**config.mk**
```make
export PLATFORM = sky130hd
export DESIGN_NAME = laser_slew_blank_inserter
export DESIGN_NICKNAME = d
export VERILOG_FILES = /design/src/rtl/core/lsbi_pkg.sv /design/src/rtl/core/lsbi_regs.sv /design/src/rtl/core/lsbi_datapath.sv /design/src/rtl/core/lsbi_ctrl.sv /design/src/rtl/core/laser_slew_blank_inserter.sv
export SDC_FILE = /design/constraint.sdc
export NUM_CORES = 1
export LEC_CHECK = 0
export BUFFER_PORTS_ARGS = -buffer_cell sky130_fd_sc_hd__buf_2
export CORE_MARGIN = 1
export CORE_UTILIZATION = 50
export DETAILED_ROUTE_END_ITERATION = 16
export PLACE_DENSITY_LB_ADDON = 0.3
export SYNTH_ARGS = -nofsm -noshare
export SYNTH_HDL_FRONTEND = slang
export SYNTH_SLANG_ARGS = --single-unit
```
**constraint.sdc**
```tcl
create_clock -name clk_i -period 8.2 [get_ports clk_i]
set_clock_uncertainty 0.2 [all_clocks]
set_input_delay 1.64 -clock clk_i [delete_from_list [all_inputs] [get_ports clk_i]]
set_output_delay 1.64 -clock clk_i [all_outputs]
set_load 0.05 [all_outputs]
```
**src/rtl/core/lsbi_pkg.sv**
```systemverilog
// Shared types and constants for the laser slew blank inserter.
// Holds the configuration, command and status structs used by every module.
// No dependencies.
package lsbi_pkg;

  // Result limits per accepted item and per run phase
  localparam int unsigned MaxRes  = 56;
  localparam int unsigned PreCap  = 8;
  localparam int unsigned PostCap = 16;
  localparam int unsigned SlewCap = 32;
  localparam int unsigned CntW    = 6;

  // Register reset values
  localparam logic [3:0]  PreBlanksRst  = 4'd3;
  localparam logic [4:0]  PostBlanksRst = 5'd16;
  localparam logic [15:0] MinDistRst    = 16'd50;
  localparam logic [15:0] SlewStepRst   = 16'd3276;

  // APB register map, one word per register
  localparam int unsigned AddrW = 4;

  typedef enum logic [1:0] {
    RegPreBlanks  = 2'd0,
    RegPostBlanks = 2'd1,
    RegMinDist    = 2'd2,
    RegSlewStep   = 2'd3
  } reg_idx_e;

  // Source of a generated result
  typedef enum logic [1:0] {
    EmitPoint = 2'd0,
    EmitSrc   = 2'd1,
    EmitTgt   = 2'd2
  } emit_sel_e;

  typedef struct packed {
    logic [3:0]  pre_blanks;
    logic [4:0]  post_blanks;
    logic [15:0] min_dist;
    logic [15:0] slew_step;
  } cfg_t;

  // Controller to datapath
  typedef struct packed {
    logic      load_in;
    logic      load_home;
    logic      rem_load;
    logic      rem_step;
    logic      prev_from_pt;
    logic      prev_from_tgt;
    logic      frame_reset;
    logic      hold_we;
    emit_sel_e emit_sel;
    logic      out_we;
    logic      out_from_hold;
    logic      out_run_last;
  } cmd_t;

  // Datapath to controller
  typedef struct packed {
    logic       pt_lit;
    logic       pt_last;
    logic       prev_lit;
    logic       fho;
    logic       far;
    logic       slew_end;
    logic [3:0] pre_lim;
    logic [4:0] post_lim;
  } sts_t;

endpackage

```
**src/rtl/core/lsbi_regs.sv**
```systemverilog
// APB configuration registers of the laser slew blank inserter.
// Depends on lsbi_pkg for the register map and the cfg_t struct.
module lsbi_regs (
  input  logic                        clk_i,
  input  logic                        rst_ni,
  input  logic                        psel,
  input  logic                        penable,
  input  logic                        pwrite,
  input  logic [lsbi_pkg::AddrW-1:0]  paddr,
  input  logic [31:0]                 pwdata,
  output logic [31:0]                 prdata,
  output logic                        pready,
  output lsbi_pkg::cfg_t              cfg_o
);

  lsbi_pkg::cfg_t   cfg_q;
  lsbi_pkg::reg_idx_e idx;
  logic             wr_en;

  assign pready = 1'b1;
  assign idx    = lsbi_pkg::reg_idx_e'(paddr[3:2]);
  assign wr_en  = psel && penable && pwrite;
  assign cfg_o  = cfg_q;

  // Write the addressed register in the access phase
  always_ff @(posedge clk_i or negedge rst_ni) begin
    if (!rst_ni) begin
      cfg_q.pre_blanks  <= lsbi_pkg::PreBlanksRst;
      cfg_q.post_blanks <= lsbi_pkg::PostBlanksRst;
      cfg_q.min_dist    <= lsbi_pkg::MinDistRst;
      cfg_q.slew_step   <= lsbi_pkg::SlewStepRst;
    end else if (wr_en) begin
      unique case (idx)
        lsbi_pkg::RegPreBlanks:  cfg_q.pre_blanks  <= pwdata[3:0];
        lsbi_pkg::RegPostBlanks: cfg_q.post_blanks <= pwdata[4:0];
        lsbi_pkg::RegMinDist:    cfg_q.min_dist    <= pwdata[15:0];
        lsbi_pkg::RegSlewStep:   cfg_q.slew_step   <= pwdata[15:0];
      endcase
    end
  end

  // Read back the addressed register
  always_comb begin
    unique case (idx)
      lsbi_pkg::RegPreBlanks:  prdata = {28'd0, cfg_q.pre_blanks};
      lsbi_pkg::RegPostBlanks: prdata = {27'd0, cfg_q.post_blanks};
      lsbi_pkg::RegMinDist:    prdata = {16'd0, cfg_q.min_dist};
      lsbi_pkg::RegSlewStep:   prdata = {16'd0, cfg_q.slew_step};
    endcase
  end

endmodule

```
**src/rtl/core/lsbi_datapath.sv**
```systemverilog
// Datapath of the laser slew blank inserter: point, previous position,
// slew distance, remaining slew counter, holdback and output registers.
// Depends on lsbi_pkg for cfg_t, cmd_t and sts_t.
module lsbi_datapath (
  input  logic                  clk_i,
  input  logic                  rst_ni,
  input  lsbi_pkg::cfg_t        cfg_i,
  input  lsbi_pkg::cmd_t        cmd_i,
  output lsbi_pkg::sts_t        sts_o,
  input  logic signed [15:0]    pos_x_i,
  input  logic signed [15:0]    pos_y_i,
  input  logic [15:0]           red_i,
  input  logic [15:0]           green_i,
  input  logic [15:0]           blue_i,
  input  logic                  frame_last_i,
  output logic signed [15:0]    out_x_o,
  output logic signed [15:0]    out_y_o,
  output logic [15:0]           out_red_o,
  output logic [15:0]           out_green_o,
  output logic [15:0]           out_blue_o,
  output logic                  inserted_blank_o,
  output logic                  run_last_o,
  output logic                  frame_done_o
);

  // Accepted point
  logic [15:0] pt_x_q, pt_y_q, pt_r_q, pt_g_q, pt_b_q;
  logic        pt_last_q;
  // Previous position and frame state
  logic [15:0] prev_x_q, prev_y_q;
  logic        prev_lit_q, fho_q;
  // Slew target and remaining distance
  logic [15:0] tgt_x_q, tgt_y_q;
  logic [15:0] rem_q;
  // Holdback stage and output stage
  logic [15:0] hold_x_q, hold_y_q, hold_r_q, hold_g_q, hold_b_q;
  logic        hold_ins_q;
  logic [15:0] out_x_q, out_y_q, out_r_q, out_g_q, out_b_q;
  logic        out_ins_q, out_rl_q, out_fd_q;

  logic signed [16:0] dx, dy;
  logic [16:0]        ax, ay;
  logic [15:0]        cheb_dist;
  logic [15:0]        em_x, em_y, em_r, em_g, em_b;
  logic               em_ins;

  // Chebyshev distance from previous position to target
  assign dx   = $signed({prev_x_q[15], prev_x_q}) - $signed({tgt_x_q[15], tgt_x_q});
  assign dy   = $signed({prev_y_q[15], prev_y_q}) - $signed({tgt_y_q[15], tgt_y_q});
  assign ax   = dx[16] ? 17'(-dx) : 17'(dx);
  assign ay   = dy[16] ? 17'(-dy) : 17'(dy);
  assign cheb_dist = (ax > ay) ? ax[15:0] : ay[15:0];

  // Status toward the controller
  always_comb begin
    sts_o.pt_lit   = |{pt_r_q, pt_g_q, pt_b_q};
    sts_o.pt_last  = pt_last_q;
    sts_o.prev_lit = prev_lit_q;
    sts_o.fho      = fho_q;
    sts_o.far      = cheb_dist > cfg_i.min_dist;
    sts_o.slew_end = rem_q <= cfg_i.slew_step;
    sts_o.pre_lim  = (cfg_i.pre_blanks > 4'(lsbi_pkg::PreCap)) ?
                     4'(lsbi_pkg::PreCap) : cfg_i.pre_blanks;
    sts_o.post_lim = (cfg_i.post_blanks > 5'(lsbi_pkg::PostCap)) ?
                     5'(lsbi_pkg::PostCap) : cfg_i.post_blanks;
  end

  // Select the generated result
  always_comb begin
    unique case (cmd_i.emit_sel)
      lsbi_pkg::EmitPoint: begin
        em_x = pt_x_q;   em_y = pt_y_q;
        em_r = pt_r_q;   em_g = pt_g_q;   em_b = pt_b_q;
        em_ins = 1'b0;
      end
      lsbi_pkg::EmitSrc: begin
        em_x = prev_x_q; em_y = prev_y_q;
        em_r = '0;       em_g = '0;       em_b = '0;
        em_ins = 1'b1;
      end
      default: begin
        em_x = tgt_x_q;  em_y = tgt_y_q;
        em_r = '0;       em_g = '0;       em_b = '0;
        em_ins = 1'b1;
      end
    endcase
  end

  // Latch the point, target and remaining distance
  always_ff @(posedge clk_i) begin
    if (cmd_i.load_in) begin
      pt_x_q    <= pos_x_i;
      pt_y_q    <= pos_y_i;
      pt_r_q    <= red_i;
      pt_g_q    <= green_i;
      pt_b_q    <= blue_i;
      pt_last_q <= frame_last_i;
      tgt_x_q   <= pos_x_i;
      tgt_y_q   <= pos_y_i;
    end else if (cmd_i.load_home) begin
      tgt_x_q <= '0;
      tgt_y_q <= '0;
    end
    if (cmd_i.rem_load) begin
      rem_q <= cheb_dist;
    end else if (cmd_i.rem_step) begin
      rem_q <= cfg_i.slew_step < rem_q ? rem_q - cfg_i.slew_step : '0;
    end
  end

  // Update previous position and frame state
  always_ff @(posedge clk_i or negedge rst_ni) begin
    if (!rst_ni) begin
      prev_x_q   <= '0;
      prev_y_q   <= '0;
      prev_lit_q <= 1'b1;
      fho_q      <= 1'b0;
    end else if (cmd_i.frame_reset) begin
      prev_x_q   <= '0;
      prev_y_q   <= '0;
      prev_lit_q <= 1'b1;
      fho_q      <= 1'b0;
    end else if (cmd_i.prev_from_pt) begin
      prev_x_q   <= pt_x_q;
      prev_y_q   <= pt_y_q;
      prev_lit_q <= 1'b1;
      fho_q      <= 1'b1;
    end else if (cmd_i.prev_from_tgt) begin
      prev_x_q   <= tgt_x_q;
      prev_y_q   <= tgt_y_q;
      prev_lit_q <= 1'b0;
      fho_q      <= 1'b1;
    end
  end

  // Hold the newest result, advance the older one or pass a result straight to the output stage
  always_ff @(posedge clk_i) begin
    if (cmd_i.hold_we) begin
      hold_x_q   <= em_x;
      hold_y_q   <= em_y;
      hold_r_q   <= em_r;
      hold_g_q   <= em_g;
      hold_b_q   <= em_b;
      hold_ins_q <= em_ins;
    end
    if (cmd_i.out_we) begin
      if (cmd_i.out_from_hold) begin
        out_x_q   <= hold_x_q;
        out_y_q   <= hold_y_q;
        out_r_q   <= hold_r_q;
        out_g_q   <= hold_g_q;
        out_b_q   <= hold_b_q;
        out_ins_q <= hold_ins_q;
      end else begin
        out_x_q   <= em_x;
        out_y_q   <= em_y;
        out_r_q   <= em_r;
        out_g_q   <= em_g;
        out_b_q   <= em_b;
        out_ins_q <= em_ins;
      end
      out_rl_q <= cmd_i.out_run_last;
      out_fd_q <= cmd_i.out_run_last && pt_last_q;
    end
  end

  assign out_x_o          = out_x_q;
  assign out_y_o          = out_y_q;
  assign out_red_o        = out_r_q;
  assign out_green_o      = out_g_q;
  assign out_blue_o       = out_b_q;
  assign inserted_blank_o = out_ins_q;
  assign run_last_o       = out_rl_q;
  assign frame_done_o     = out_fd_q;

endmodule

```
**src/rtl/core/lsbi_ctrl.sv**
```systemverilog
// Controller of the laser slew blank inserter: item handshake, run sequencing,
// result counting, holdback and output valid flags.
// Depends on lsbi_pkg for cmd_t, sts_t and the result limits.
module lsbi_ctrl (
  input  logic            clk_i,
  input  logic            rst_ni,
  input  logic            in_valid_i,
  output logic            in_ready_o,
  output logic            out_valid_o,
  input  logic            out_ready_i,
  input  lsbi_pkg::sts_t  sts_i,
  output lsbi_pkg::cmd_t  cmd_o
);

  typedef enum logic [8:0] {
    SIdle    = 9'b000000001,
    SEval    = 9'b000000010,
    SHomeChk = 9'b000000100,
    SHomeEv  = 9'b000001000,
    SPre     = 9'b000010000,
    SSlew    = 9'b000100000,
    SPost    = 9'b001000000,
    SRunEnd  = 9'b010000000,
    SFlush   = 9'b100000000
  } state_e;

  state_e                      state_q, state_d;
  logic [lsbi_pkg::CntW-1:0]   n_q, n_d;
  logic [lsbi_pkg::CntW-1:0]   cnt_q, cnt_d;
  logic                        home_run_q, home_run_d;
  logic                        hold_v_q, hold_v_d;
  logic                        out_v_q, out_v_d;
  logic                        out_free, can_push, cap_hit, accept;

  assign out_free    = !out_v_q || out_ready_i;
  assign can_push    = !hold_v_q || out_free;
  assign cap_hit     = n_q == lsbi_pkg::CntW'(lsbi_pkg::MaxRes);
  assign in_ready_o  = state_q == SIdle;
  assign accept      = in_valid_i && in_ready_o;
  assign out_valid_o = out_v_q;

  always_comb begin
    state_d    = state_q;
    n_d        = n_q;
    cnt_d      = cnt_q;
    home_run_d = home_run_q;
    hold_v_d   = hold_v_q;
    out_v_d    = out_v_q && !out_ready_i;
    cmd_o      = '0;

    unique case (state_q)
      SIdle: begin
        if (accept) begin
          cmd_o.load_in = 1'b1;
          n_d           = '0;
          state_d       = SEval;
        end
      end

      // Lit points pass; a dark point after a lit one may start a slew run
      SEval: begin
        if (sts_i.pt_lit) begin
          cmd_o.emit_sel = lsbi_pkg::EmitPoint;
          if (!sts_i.pt_last) begin
            if (out_free) begin
              cmd_o.out_we       = 1'b1;
              cmd_o.out_run_last = 1'b1;
              cmd_o.prev_from_pt = 1'b1;
              out_v_d            = 1'b1;
              state_d            = SIdle;
            end
          end else begin
            cmd_o.hold_we      = 1'b1;
            cmd_o.prev_from_pt = 1'b1;
            hold_v_d           = 1'b1;
            n_d                = n_q + 1'b1;
            state_d            = SHomeChk;
          end
        end else if (sts_i.prev_lit && sts_i.far) begin
          cmd_o.rem_load = 1'b1;
          home_run_d     = 1'b0;
          cnt_d          = '0;
          state_d        = SPre;
        end else if (sts_i.pt_last) begin
          state_d = SHomeChk;
        end else begin
          state_d = SIdle;
        end
      end

      // At frame end, slew home if the frame produced anything and home is far enough
      SHomeChk: begin
        if (sts_i.pt_last && sts_i.fho) begin
          cmd_o.load_home = 1'b1;
          state_d         = SHomeEv;
        end else begin
          cmd_o.frame_reset = sts_i.pt_last;
          state_d           = SFlush;
        end
      end

      SHomeEv: begin
        if (sts_i.far) begin
          cmd_o.rem_load = 1'b1;
          home_run_d     = 1'b1;
          cnt_d          = '0;
          state_d        = SPre;
        end else begin
          cmd_o.frame_reset = 1'b1;
          state_d           = SFlush;
        end
      end

      // Dark copies at the old position
      SPre: begin
        cmd_o.emit_sel = lsbi_pkg::EmitSrc;
        if (cap_hit) begin
          state_d = SRunEnd;
        end else if (cnt_q == lsbi_pkg::CntW'(sts_i.pre_lim)) begin
          cnt_d   = '0;
          state_d = SSlew;
        end else if (can_push) begin
          cmd_o.hold_we = 1'b1;
          cnt_d         = cnt_q + 1'b1;
        end
      end

      // One dark copy at the target per slew step
      SSlew: begin
        cmd_o.emit_sel = lsbi_pkg::EmitTgt;
        if (cap_hit) begin
          state_d = SRunEnd;
        end else if (can_push) begin
          cmd_o.hold_we  = 1'b1;
          cmd_o.rem_step = 1'b1;
          cnt_d          = cnt_q + 1'b1;
          if (sts_i.slew_end ||
              cnt_q == lsbi_pkg::CntW'(lsbi_pkg::SlewCap - 1)) begin
            cnt_d   = '0;
            state_d = SPost;
          end
        end
      end

      // Extra dark copies at the target
      SPost: begin
        cmd_o.emit_sel = lsbi_pkg::EmitTgt;
        if (cap_hit || cnt_q == lsbi_pkg::CntW'(sts_i.post_lim)) begin
          state_d = SRunEnd;
        end else if (can_push) begin
          cmd_o.hold_we = 1'b1;
          cnt_d         = cnt_q + 1'b1;
        end
      end

      SRunEnd: begin
        if (home_run_q) begin
          cmd_o.frame_reset = 1'b1;
          state_d           = SFlush;
        end else begin
          cmd_o.prev_from_tgt = 1'b1;
          state_d             = SHomeChk;
        end
      end

      // Release the held result as the last one of this item
      SFlush: begin
        if (!hold_v_q) begin
          state_d = SIdle;
        end else if (out_free) begin
          cmd_o.out_we        = 1'b1;
          cmd_o.out_from_hold = 1'b1;
          cmd_o.out_run_last  = 1'b1;
          out_v_d             = 1'b1;
          hold_v_d            = 1'b0;
          state_d             = SIdle;
        end
      end

      default: state_d = SIdle;
    endcase

    // A push into the holdback stage moves the older result out
    if (cmd_o.hold_we) begin
      hold_v_d = 1'b1;
      if (state_q != SEval) begin
        n_d = n_q + 1'b1;
      end
      if (hold_v_q) begin
        cmd_o.out_we        = 1'b1;
        cmd_o.out_from_hold = 1'b1;
        out_v_d             = 1'b1;
      end
    end
  end

  always_ff @(posedge clk_i or negedge rst_ni) begin
    if (!rst_ni) begin
      state_q    <= SIdle;
      n_q        <= '0;
      cnt_q      <= '0;
      home_run_q <= 1'b0;
      hold_v_q   <= 1'b0;
      out_v_q    <= 1'b0;
    end else begin
      state_q    <= state_d;
      n_q        <= n_d;
      cnt_q      <= cnt_d;
      home_run_q <= home_run_d;
      hold_v_q   <= hold_v_d;
      out_v_q    <= out_v_d;
    end
  end

  // The holdback stage is empty whenever a new item may enter
  a_idle_hold_empty: assert property (@(posedge clk_i) disable iff (!rst_ni)
    (state_q == SIdle) |-> !hold_v_q)
    else $error("holdback stage occupied while idle");

  // Never more results per item than the limit
  a_res_limit: assert property (@(posedge clk_i) disable iff (!rst_ni)
    n_q <= lsbi_pkg::CntW'(lsbi_pkg::MaxRes))
    else $error("result count above limit");

  // A held result only moves out when the output stage can take it
  a_no_overwrite: assert property (@(posedge clk_i) disable iff (!rst_ni)
    (cmd_o.out_we && out_v_q) |-> out_ready_i)
    else $error("output stage overwritten");

  // An accepted item is evaluated in the next cycle
  a_accept_eval: assert property (@(posedge clk_i) disable iff (!rst_ni)
    accept |=> (state_q == SEval))
    else $error("accepted item not evaluated");

endmodule

```
**src/rtl/core/laser_slew_blank_inserter.sv**
```systemverilog
// Laser slew blank inserter, top level. A lit point that does not end a frame
// is accepted and then placed in the output register once it is free.
// A dark point that is dropped is accepted and then evaluated. A point that starts
// a slew run goes through run setup and the pre, slew and post phases; the single
// result generator emits one point per cycle while the holdback and output stages
// can take it. A frame-end point adds the home check, the home run if any and a
// flush step to release its last result. The output register lets the next point
// be accepted while a result still waits.
// Depends on lsbi_pkg, lsbi_regs, lsbi_datapath and lsbi_ctrl.
module laser_slew_blank_inserter (
  input  logic                        clk_i,
  input  logic                        rst_ni,
  // APB configuration port
  input  logic                        psel,
  input  logic                        penable,
  input  logic                        pwrite,
  input  logic [lsbi_pkg::AddrW-1:0]  paddr,
  input  logic [31:0]                 pwdata,
  output logic [31:0]                 prdata,
  output logic                        pready,
  // Point input channel
  input  logic                        in_valid_i,
  output logic                        in_ready_o,
  input  logic signed [15:0]          pos_x_i,
  input  logic signed [15:0]          pos_y_i,
  input  logic [15:0]                 red_i,
  input  logic [15:0]                 green_i,
  input  logic [15:0]                 blue_i,
  input  logic                        frame_last_i,
  // Result output channel
  output logic                        out_valid_o,
  input  logic                        out_ready_i,
  output logic signed [15:0]          out_x_o,
  output logic signed [15:0]          out_y_o,
  output logic [15:0]                 out_red_o,
  output logic [15:0]                 out_green_o,
  output logic [15:0]                 out_blue_o,
  output logic                        inserted_blank_o,
  output logic                        run_last_o,
  output logic                        frame_done_o
);

  lsbi_pkg::cfg_t cfg;
  lsbi_pkg::cmd_t cmd;
  lsbi_pkg::sts_t sts;

  lsbi_regs u_regs (
    .clk_i   (clk_i),
    .rst_ni  (rst_ni),
    .psel    (psel),
    .penable (penable),
    .pwrite  (pwrite),
    .paddr   (paddr),
    .pwdata  (pwdata),
    .prdata  (prdata),
    .pready  (pready),
    .cfg_o   (cfg)
  );

  lsbi_ctrl u_ctrl (
    .clk_i       (clk_i),
    .rst_ni      (rst_ni),
    .in_valid_i  (in_valid_i),
    .in_ready_o  (in_ready_o),
    .out_valid_o (out_valid_o),
    .out_ready_i (out_ready_i),
    .sts_i       (sts),
    .cmd_o       (cmd)
  );

  lsbi_datapath u_dp (
    .clk_i            (clk_i),
    .rst_ni           (rst_ni),
    .cfg_i            (cfg),
    .cmd_i            (cmd),
    .sts_o            (sts),
    .pos_x_i          (pos_x_i),
    .pos_y_i          (pos_y_i),
    .red_i            (red_i),
    .green_i          (green_i),
    .blue_i           (blue_i),
    .frame_last_i     (frame_last_i),
    .out_x_o          (out_x_o),
    .out_y_o          (out_y_o),
    .out_red_o        (out_red_o),
    .out_green_o      (out_green_o),
    .out_blue_o       (out_blue_o),
    .inserted_blank_o (inserted_blank_o),
    .run_last_o       (run_last_o),
    .frame_done_o     (frame_done_o)
  );

endmodule

```
==> run_results.csv, run 1 <==
group,metric,value,unit
sta,setup_tns,0,ns
routing,via_count,15100,
yosys,ys_seq_area_share,54.8,%
critical_path,required,8.46,ns
sta,rsz0062_at_grt,"false",
yosys,netlist_instances,1933,
floorplan,start_util,50.6,%
yosys,synth_top_cells_by_area,"edfxtp_1, dfrtp_1, nand2_1",
clocking,cts_buffers,42,
placed_design,dp_hpwl,34.5,mm
yosys,avgSynthCellArea,10.7,um2
sta,setup_viol,0,
clocking,post_cts_buffers,0,
yosys,yosysTopAreaCell,"edfxtp_1",
routing,wl,50.1,mm
global_routing,grt_max_degree,95,
yosys,async_flop_share,25.3,%
routing,viasPerCell,5.63,
clocking,cts-hold-fix-buffers,0,
global_routing,grt_overflow,0,
sta,finalHoldViolCount,0,
cells_and_area,synthToLayoutAreaGrowth,14.6,%
power,power.density,450,mW/mm2
routing,drtIter0Drc,1107,
power,ir_drop,0.564,mV
clocking,cts_tree,"done",
critical_path,setup.worst_path.start_class,"register",
critical_path,r2r_cells,30,
routing,first_pass_iters,5,
critical_path,arrival,7.93,ns
cells_and_area,largest_reg_flops,41,
yosys,synth_edf_count,293,
sta,hold_slack,0.282,ns
sta,worst_pin_slew,1.15,ns
yosys,synth.ff_latch_count,392,
floorplan,die_area,0.0420,mm2
critical_path,r2r-end,"u_ctrl.cnt_q[0]",
status,status,"complete, no violations",
clocking,cts_resized,0,
sta,period_minus_slack,7.67,ns
yosys,ys_warn_count,0,
routing,drc,0,
cells_and_area,fillerInstances,3392,
critical_path,critPathKind,"reg -> reg",
yosys,synthFlopType,"edfxtp_1",
yosys,yosysTopAreaCellShare,42.7,%
critical_path,reg2reg_slack,0.53,ns
clocking,htreeDepth,2,
clocking,clk_pin_slew_worst_paths,0.06,ns
cells_and_area,nets,2331,
floorplan,fp.dieH,205,um
yosys,netlist_area,0.0206,mm2
cells_and_area,drive_gt1_share,17.8,%
global_routing,grt_pass1_wl,79.3,mm
critical_path,crit_end,"u_ctrl.cnt_q[0]",
cells_and_area,final_cell_mix,"nand2_1, edfxtp_1, buf_2, nor2_1, inv_1",
clocking,cts.path.max_buffers,3,
critical_path,cp_max_fo,31,
clocking,cts_sinks,392,
job,maxCapViolCount,0,
sta,max_freq,0.130,GHz
yosys,yosysUniqueCellTypes,79,
clocking,root_buffer,"clkbuf_16",
floorplan,num_rows,74,
critical_path,worst_setup_path_end_kind,"register",
min_path,hold_path.class,"reg -> reg",
routing,ant_nets,0,
clocking,worstSkewPairLatency,0.58,ns
power,power_leakage,0.00985,uW
placed_design,port_buffers,206,
floorplan,ios,242,
critical_path,critPathLaunch,"u_dp.tgt_y_q[0]",
global_routing,antenna_found_initial,6,
global_routing,track_usage,24.1,%
global_routing,grt_pass1_vias,14600,
critical_path,r2r-start,"u_dp.tgt_y_q[0]",
floorplan,core-area,0.0407,mm2
critical_path,cpMostUsedCell,"a21oi_1",
critical_path,slowest_delay,0.59,ns
routing,wire_per_inst,18.6,um
sta,finalCritPeriodShare,93.6,%
critical_path,cpMaxStageDelayCell,"or4_4",
sta,relSlewSlack,23.2,%
sta,slew_violations,0,
floorplan,die_x,205,um
placed_design,place.gp.congestion,0.865,
## layout make-up
type	count	area (um2)	share of cell area (%)
Timing Repair Buffer	227	1200	5.10
Antenna cell	3	7.51	0.0318
Clock buffer	60	1230	5.21
Inverter	107	404	1.71
Multi-Input combinational cell	1348	8570	36.3
Tap cell	532	666	2.82
Clock inverter	18	253	1.07
Sequential cell	392	11300	47.8
## where the power goes
| part | internal (uW) | switching (uW) | leakage, uW |
|---|---|---|---|
| Clock | 1190 | 820 | 0.000726 |
| Sequential | 2620 | 220 | 0.00387 |
| Combinational | 2150 | 3630 | 0.00526 |
| Total | 5960 | 4670 | 0.00985 |
## cells in the mapped netlist (6+ instances only)
| library cell | number |
|---|---|
| edfxtp_1 | 293 |
| o21ai_0 | 94 |
| a22o_1 | 6 |
| nand2b_1 | 19 |
| a22oi_1 | 37 |
| xnor2_1 | 32 |
| dfstp_2 | 14 |
| o31ai_1 | 9 |
| or3_1 | 8 |
| xor2_1 | 32 |
| o211ai_1 | 10 |
| o31a_1 | 6 |
| mux2_2 | 42 |
| a21o_1 | 19 |
| nor2_1 | 184 |
| o21a_1 | 15 |
| dfrtp_1 | 85 |
| ha_1 | 86 |
| and3_1 | 47 |
| nor2b_1 | 14 |
| a21oi_1 | 64 |
| nor3_1 | 21 |
| nand3_1 | 23 |
| a31oi_1 | 26 |
| and2_1 | 58 |
| mux2i_1 | 47 |
| nand2_1 | 293 |
| inv_1 | 106 |
| nand4_1 | 21 |
| a211oi_1 | 7 |
| buf_2 | 8 |
| clkbuf_1 | 71 |
| buf_4 | 17 |
| nor4_1 | 22 |
## worst max-delay path: cells and delay by family (launching register included)
kind	cells	cell delay, ns
flip-flops	1	0.42
adder cells (fa/ha/maj)	4	1.24
multiplexers	2	0.66
buffers and inverters	1	0.31
AO/OA/AOI/OAI	16	2.54
XOR/XNOR	2	0.47
AND/OR/NAND/NOR	5	1.69
## worst min-delay path by stage
| stage | endpoint | startpoint | cells after the start | slack [ns] |
|---|---|---|---|---|
| 2_1_floorplan | u_ctrl.n_q[5] | u_ctrl.n_q[5] | 1 | 0.25 |
| 3_3_place_gp | u_ctrl.n_q[5] | u_ctrl.n_q[5] | 1 | 0.27 |
| 3_5_place_dp | u_ctrl.n_q[5] | u_ctrl.n_q[5] | 1 | 0.27 |
| 4_1_cts | u_ctrl.n_q[5] | u_ctrl.n_q[5] | 1 | 0.28 |
| 5_1_grt | u_ctrl.n_q[5] | u_ctrl.n_q[5] | 1 | 0.31 |
| 6_report | u_ctrl.n_q[5] | u_ctrl.n_q[5] | 1 | 0.28 |
## per-stage QoR
stage	instance area (um2)	instances	setup slack (ns)	total power [uW]	utilization (%)
floorplan	20700	1948	1.02	7070	-
global placement	22100	2606	0.551	8340	54.3
detailed placement	22100	2606	0.451	8570	54.3
CTS	23600	2684	0.363	10600	57.9
global route	23600	2687	0.0581	11500	58.0
finish	23600	2687	0.529	10600	58.0
## per-layer routing
layer | track usage, % | vias up | share of wire (%)
li1 | - | 7263 | -
met1 | 33.4 | 7355 | 44
met2 | 38.7 | 418 | 48
met3 | 3.61 | 87 | 5.4
met4 | 7.94 | 4 | 2.6
met5 | 0 | - | 0.046
## cells by family after synthesis
kind of cell | Yosys count | share of synthesized area [%]
simple gates | 744 | 16.9
flops | 392 | 54.8
compound gates | 340 | 10.7
buf+inv | 208 | 4.22
mux | 94 | 5.09
fa+ha+maj | 89 | 5.51
xor+xnor | 64 | 2.72
other cells | 2 | 0.0364
No activity file was read; power rests on OpenSTA's default activity.
==> run 2, diff against run 1 <==
--- a/config.mk
+++ b/config.mk
@@ -6,8 +6,9 @@
 export NUM_CORES = 1
 export LEC_CHECK = 0
 export BUFFER_PORTS_ARGS = -buffer_cell sky130_fd_sc_hd__buf_2
-export CORE_MARGIN = 1
+export CORE_MARGIN = 2
 export CORE_UTILIZATION = 50
+export CTS_BUF_LIST = sky130_fd_sc_hd__clkbuf_16
 export DETAILED_ROUTE_END_ITERATION = 16
 export PLACE_DENSITY_LB_ADDON = 0.3
 export SYNTH_ARGS = -nofsm -noshare
==> run_results.csv, run 2 (synthesized netlist as in run 1, its figures left out) <==
group,metric,value,unit
status,status,"complete, no violations",
power,power_leakage,0.00978,uW
clocking,root_buffer,"clkbuf_16",
job,maxCapViolCount,0,
global_routing,grt_pass1_vias,15000,
floorplan,fp.dieH,207,um
power,power.density,445,mW/mm2
cells_and_area,nets,2330,
cells_and_area,final_cell_mix,"nand2_1, edfxtp_1, buf_2, nor2_1, inv_1",
clocking,htreeDepth,2,
placed_design,dp_hpwl,34.5,mm
placed_design,port_buffers,206,
routing,viasPerCell,5.62,
cells_and_area,final_area,0.0234,mm2
floorplan,start_util,50.6,%
critical_path,cp_top_family,"compound AO/OA/AOI/OAI gates",
routing,drtIter0Drc,1184,
clocking,cts_tree,"done",
sta,rsz0062_at_grt,"false",
global_routing,grt_max_degree,95,
power,finalPower,10400,uW
critical_path,setup.worst_path.start_class,"register",
routing,wl,50.4,mm
critical_path,worst_setup_path_end_kind,"register",
clocking,worstSkewPairLatency,0.58,ns
sta,hold_slack,0.279,ns
sta,relSlewSlack,24.9,%
clocking,cts_buffers,42,
clocking,cts.path.max_buffers,3,
placed_design,placed_cell_area,0.0221,mm2
routing,wire_per_inst,18.8,um
floorplan,num_rows,74,
critical_path,cpMaxStageDelayCell,"or4_4",
cells_and_area,largest_reg_flops,41,
power,ir_drop,0.424,mV
clocking,cts_sinks,392,
critical_path,path_buf_inv,4,
global_routing,antenna_found_initial,6,
placed_design,place.gp.congestion,0.871,
floorplan,die_x,207,um
sta,slew_violations,0,
global_routing,grt_overflow,0,
floorplan,core-area,0.0407,mm2
critical_path,required,8.47,ns
critical_path,arrival,7.89,ns
cells_and_area,final_util,57.5,%
sta,setup_tns,0,ns
cells_and_area,drive_gt1_share,17.5,%
floorplan,ios,242,
min_path,hold_path.class,"reg -> reg",
sta,max_freq,0.131,GHz
critical_path,slowest_delay,0.59,ns
cells_and_area,synthToLayoutAreaGrowth,13.7,%
clocking,clk_pin_slew_worst_paths,0.06,ns
routing,ant_nets,0,
sta,finalCritPeriodShare,93.0,%
routing,via_count,15100,
global_routing,track_usage,23.1,%
critical_path,critPathKind,"reg -> reg",
sta,setup_viol,0,
floorplan,die_area,0.0429,mm2
critical_path,cp_max_fo,10,
routing,drc,0,
sta,period_minus_slack,7.62,ns
routing,first_pass_iters,6,
global_routing,grt_pass1_wl,79.9,mm
sta,finalHoldViolCount,0,
sta,worst_pin_slew,1.13,ns
-- run 2: worst register-to-register path: cells and delay by family, from the launching register on --
kind                     cells  cell delay [ns]
AO/OA/AOI/OAI               16             3.23
XOR/XNOR                     1             0.36
adder cells (fa/ha/maj)      4             1.09
buffers and inverters        4             0.39
flip-flops                   1             0.37
multiplexers                 2             0.58
AND/OR/NAND/NOR              5             1.30
-- run 2: path summary, 6_finish.rpt --
check | startpoint | to | slack [ns] | cells after the start
worst min-delay path | u_ctrl.n_q[5] | u_ctrl.n_q[5] | 0.28 | 1
worst max register to register | u_dp.prev_x_q[0] | u_ctrl.cnt_q[0] | 0.58 | 32
worst max-delay path | u_dp.prev_x_q[0] | u_ctrl.cnt_q[0] | 0.58 | 32
min in group asynchronous | rst_ni | u_ctrl.n_q[0] | 0.73 | 1
worst min register to register | u_ctrl.n_q[5] | u_ctrl.n_q[5] | 0.28 | 1
max in group asynchronous | rst_ni | u_dp.prev_y_q[6] | 5.67 | 2
-- run 2: final cells by class --
type	instances	area [um2]
Antenna cell	2	5.00
Clock buffer	42	1050
Clock inverter	35	241
Fill cell	3466	17300
Inverter	107	404
Multi-Input combinational cell	1348	8570
Sequential cell	392	11300
Tap cell	532	666
Timing Repair Buffer	226	1200
-- run 2: routing by layer --
layer | up-vias | share of wire [%] | GRT usage, %
met3 | 94 | 5.2 | 3.93
met4 | 8 | 2.9 | 7.71
met2 | 416 | 48 | 37.9
li1 | 7241 | - | -
met1 | 7333 | 44 | 31.4
met5 | - | 0.097 | 0
-- run 2: repair_timing --
item                                    CTS  global route
setup buffers                             0             0
endpoints found under the setup margin    0            10
resized for setup                         0             2
hold buffers                              0             0
-- run 2: per-stage QoR --
stage	std cells	worst slack, ns
global route	2684	0.0357
detailed placement	2605	0.572
CTS	2682	0.515
floorplan	1948	1.02
finish	2684	0.577
global placement	2605	0.593
-- run 2: power by group --
part	switching [uW]	internal, uW	total (uW)
logic	3600	2180	5770
registers	224	2620	2840
clock network	818	979	1800
total	4640	5770	10400
==> run 3, diff against run 2 <==
--- a/config.mk
+++ b/config.mk
@@ -7,7 +7,7 @@
 export LEC_CHECK = 0
 export BUFFER_PORTS_ARGS = -buffer_cell sky130_fd_sc_hd__buf_2
 export CORE_MARGIN = 2
-export CORE_UTILIZATION = 50
+export CORE_UTILIZATION = 40
 export CTS_BUF_LIST = sky130_fd_sc_hd__clkbuf_16
 export DETAILED_ROUTE_END_ITERATION = 16
 export PLACE_DENSITY_LB_ADDON = 0.3
==> run_results.csv, run 3 (synthesized netlist as in run 1, its figures left out) <==
group,metric,value,unit
status,status,"complete, no violations",
critical_path,arrival,7.91,ns
global_routing,grt_pass1_vias,14400,
critical_path,slowest_delay,0.60,ns
critical_path,required,8.44,ns
job,maxCapViolCount,0,
cells_and_area,fillerInstances,4708,
critical_path,critPathKind,"reg -> reg",
sta,rsz0062_at_grt,"false",
critical_path,r2r-start,"u_dp.tgt_y_q[0]",
cells_and_area,largest_reg_flops,41,
min_path,whs_path_depth,1,
cells_and_area,final_util,46.2,%
placed_design,dp_cells,2752,
clocking,post_cts_buffers,0,
cells_and_area,final_cells,2830,
critical_path,r2r-end,"u_ctrl.cnt_q[0]",
clocking,cts_resized,0,
clocking,cts-hold-fix-buffers,0,
sta,period_minus_slack,7.67,ns
cells_and_area,final_area,0.0236,mm2
routing,drtIter0Drc,1185,
clocking,cts_sinks,392,
power,p_sw,4590,uW
critical_path,cpMostUsedCell,"a21oi_1",
critical_path,cpMaxStageDelayCell,"or4_4",
global_routing,grt_max_degree,95,
clocking,htreeDepth,2,
routing,viasPerCell,5.35,
critical_path,cp_max_fo,10,
power,p_int,5800,uW
floorplan,die_area,0.0534,mm2
cells_and_area,synthToLayoutAreaGrowth,14.6,%
sta,worst_pin_slew,1.10,ns
min_path,hp-start,"u_ctrl.n_q[5]",
power,power.density,440,mW/mm2
floorplan,fp.dieH,231,um
power,switching_share,44.2,%
sta,setup_tns,0,ns
power,clock_power_share,17.5,%
placed_design,port_buffers,206,
clocking,cts_tree,"done",
clocking,worstSkewPairLatency,0.57,ns
critical_path,reg2reg_slack,0.53,ns
routing,via_count,15100,
power,pwr-share-comb,55.1,%
critical_path,cp_top_family,"compound AO/OA/AOI/OAI gates",
global_routing,antenna_found_initial,6,
power,p_seq_share,27.4,%
floorplan,num_rows,83,
power,power_leakage,0.00980,uW
cells_and_area,final_cell_mix,"nand2_1, edfxtp_1, buf_2, nor2_1, inv_1",
clocking,root_buffer,"clkbuf_16",
power,ir_drop,0.497,mV
clocking,cts.path.max_buffers,3,
critical_path,r2r_cells,31,
clocking,clk_pin_slew_worst_paths,0.06,ns
floorplan,ios,242,
routing,ant_nets,0,
global_routing,track_usage,19.4,%
sta,max_freq,0.130,GHz
sta,finalHoldViolCount,0,
sta,relSlewSlack,26.8,%
global_routing,grt_pass1_wl,80.9,mm
floorplan,start_util,40.3,%
sta,setup_viol,0,
placed_design,dp_hpwl,36.8,mm
floorplan,core-area,0.0511,mm2
critical_path,setup.worst_path.start_class,"register",
global_routing,grt_overflow,0,
routing,drc,0,
floorplan,die_x,231,um
placed_design,place.gp.congestion,0.865,
sta,slew_violations,0,
sta,finalCritPeriodShare,93.5,%
clocking,cts_buffers,41,
routing,first_pass_iters,7,
min_path,holdPathEnd,"u_ctrl.n_q[5]",
min_path,hold_path.class,"reg -> reg",
placed_design,placed_cell_area,0.0223,mm2
cells_and_area,nets,2328,
critical_path,path_buf_inv,1,
critical_path,worst_setup_path_end_kind,"register",
cells_and_area,drive_gt1_share,17.1,%
routing,wire_per_inst,18.7,um
routing,wl,52.9,mm
## run 3: changes by cell type in the layout (fill, tap and decap cells not counted), moves of 2 or more
cell / change
bufinv_16: +2
clkinv_2: -3
clkinvlp_4: -3
inv_6: -3
inv_2: -2
inv_1: +5
## run 3: power by group through the flow
stage / registers, uW / logic, uW / clock network, uW
3_3_place_gp: 2860 / 5440 / 0
5_1_grt: 2890 / 6460 / 1930
6_report: 2850 / 5720 / 1820
4_1_cts: 2840 / 5660 / 1860
3_5_place_dp: 2880 / 5630 / 0
2_1_floorplan: 2910 / 4160 / 0
## run 3: layer usage
layer,GRT usage [%],part of all wire [%],up-vias
met1,25.4,43,7340
met2,31.5,47,431
met3,3.51,5.4,113
met4,8.73,4.2,4
li1,-,-,7247
met5,0,0.059,-
## run 3: final cells by class
class                      instances  area (um2)  area share [%]
timing repair buffer             225        1180            5.00
antenna                            3        7.51          0.0318
clock inverter                    33         248            1.05
tap                              680         851            3.60
inverter                         107         404            1.71
sequential                       392       11300            47.8
clock buffer                      42        1050            4.45
multi-input combinational       1348        8580            36.3
## run 3: metrics by stage
stage	setup WS, ns	hold WS [ns]	total power, uW
finish	0.532	0.285	10400
CTS	0.357	0.285	10400
floorplan	1.02	0.250	7070
global route	0.0271	0.299	11300
global placement	0.552	0.264	8310
detailed placement	0.390	0.276	8510
## run 3: worst max-delay path by stage
stage | from | end | slack [ns] | depth (start not counted)
final | u_dp.tgt_y_q[0] | u_ctrl.cnt_q[0] | 0.53 | 31
after global routing | u_dp.tgt_x_q[0] | u_dp.rem_q[12] | 0.03 | 31
after CTS | u_dp.tgt_x_q[1] | u_ctrl.cnt_q[0] | 0.36 | 31
after detailed placement | u_dp.tgt_x_q[1] | u_ctrl.cnt_q[0] | 0.39 | 31
after global placement | u_dp.tgt_x_q[1] | u_ctrl.cnt_q[0] | 0.55 | 31
after floorplan | u_dp.tgt_y_q[0] | u_ctrl.cnt_q[0] | 1.02 | 33
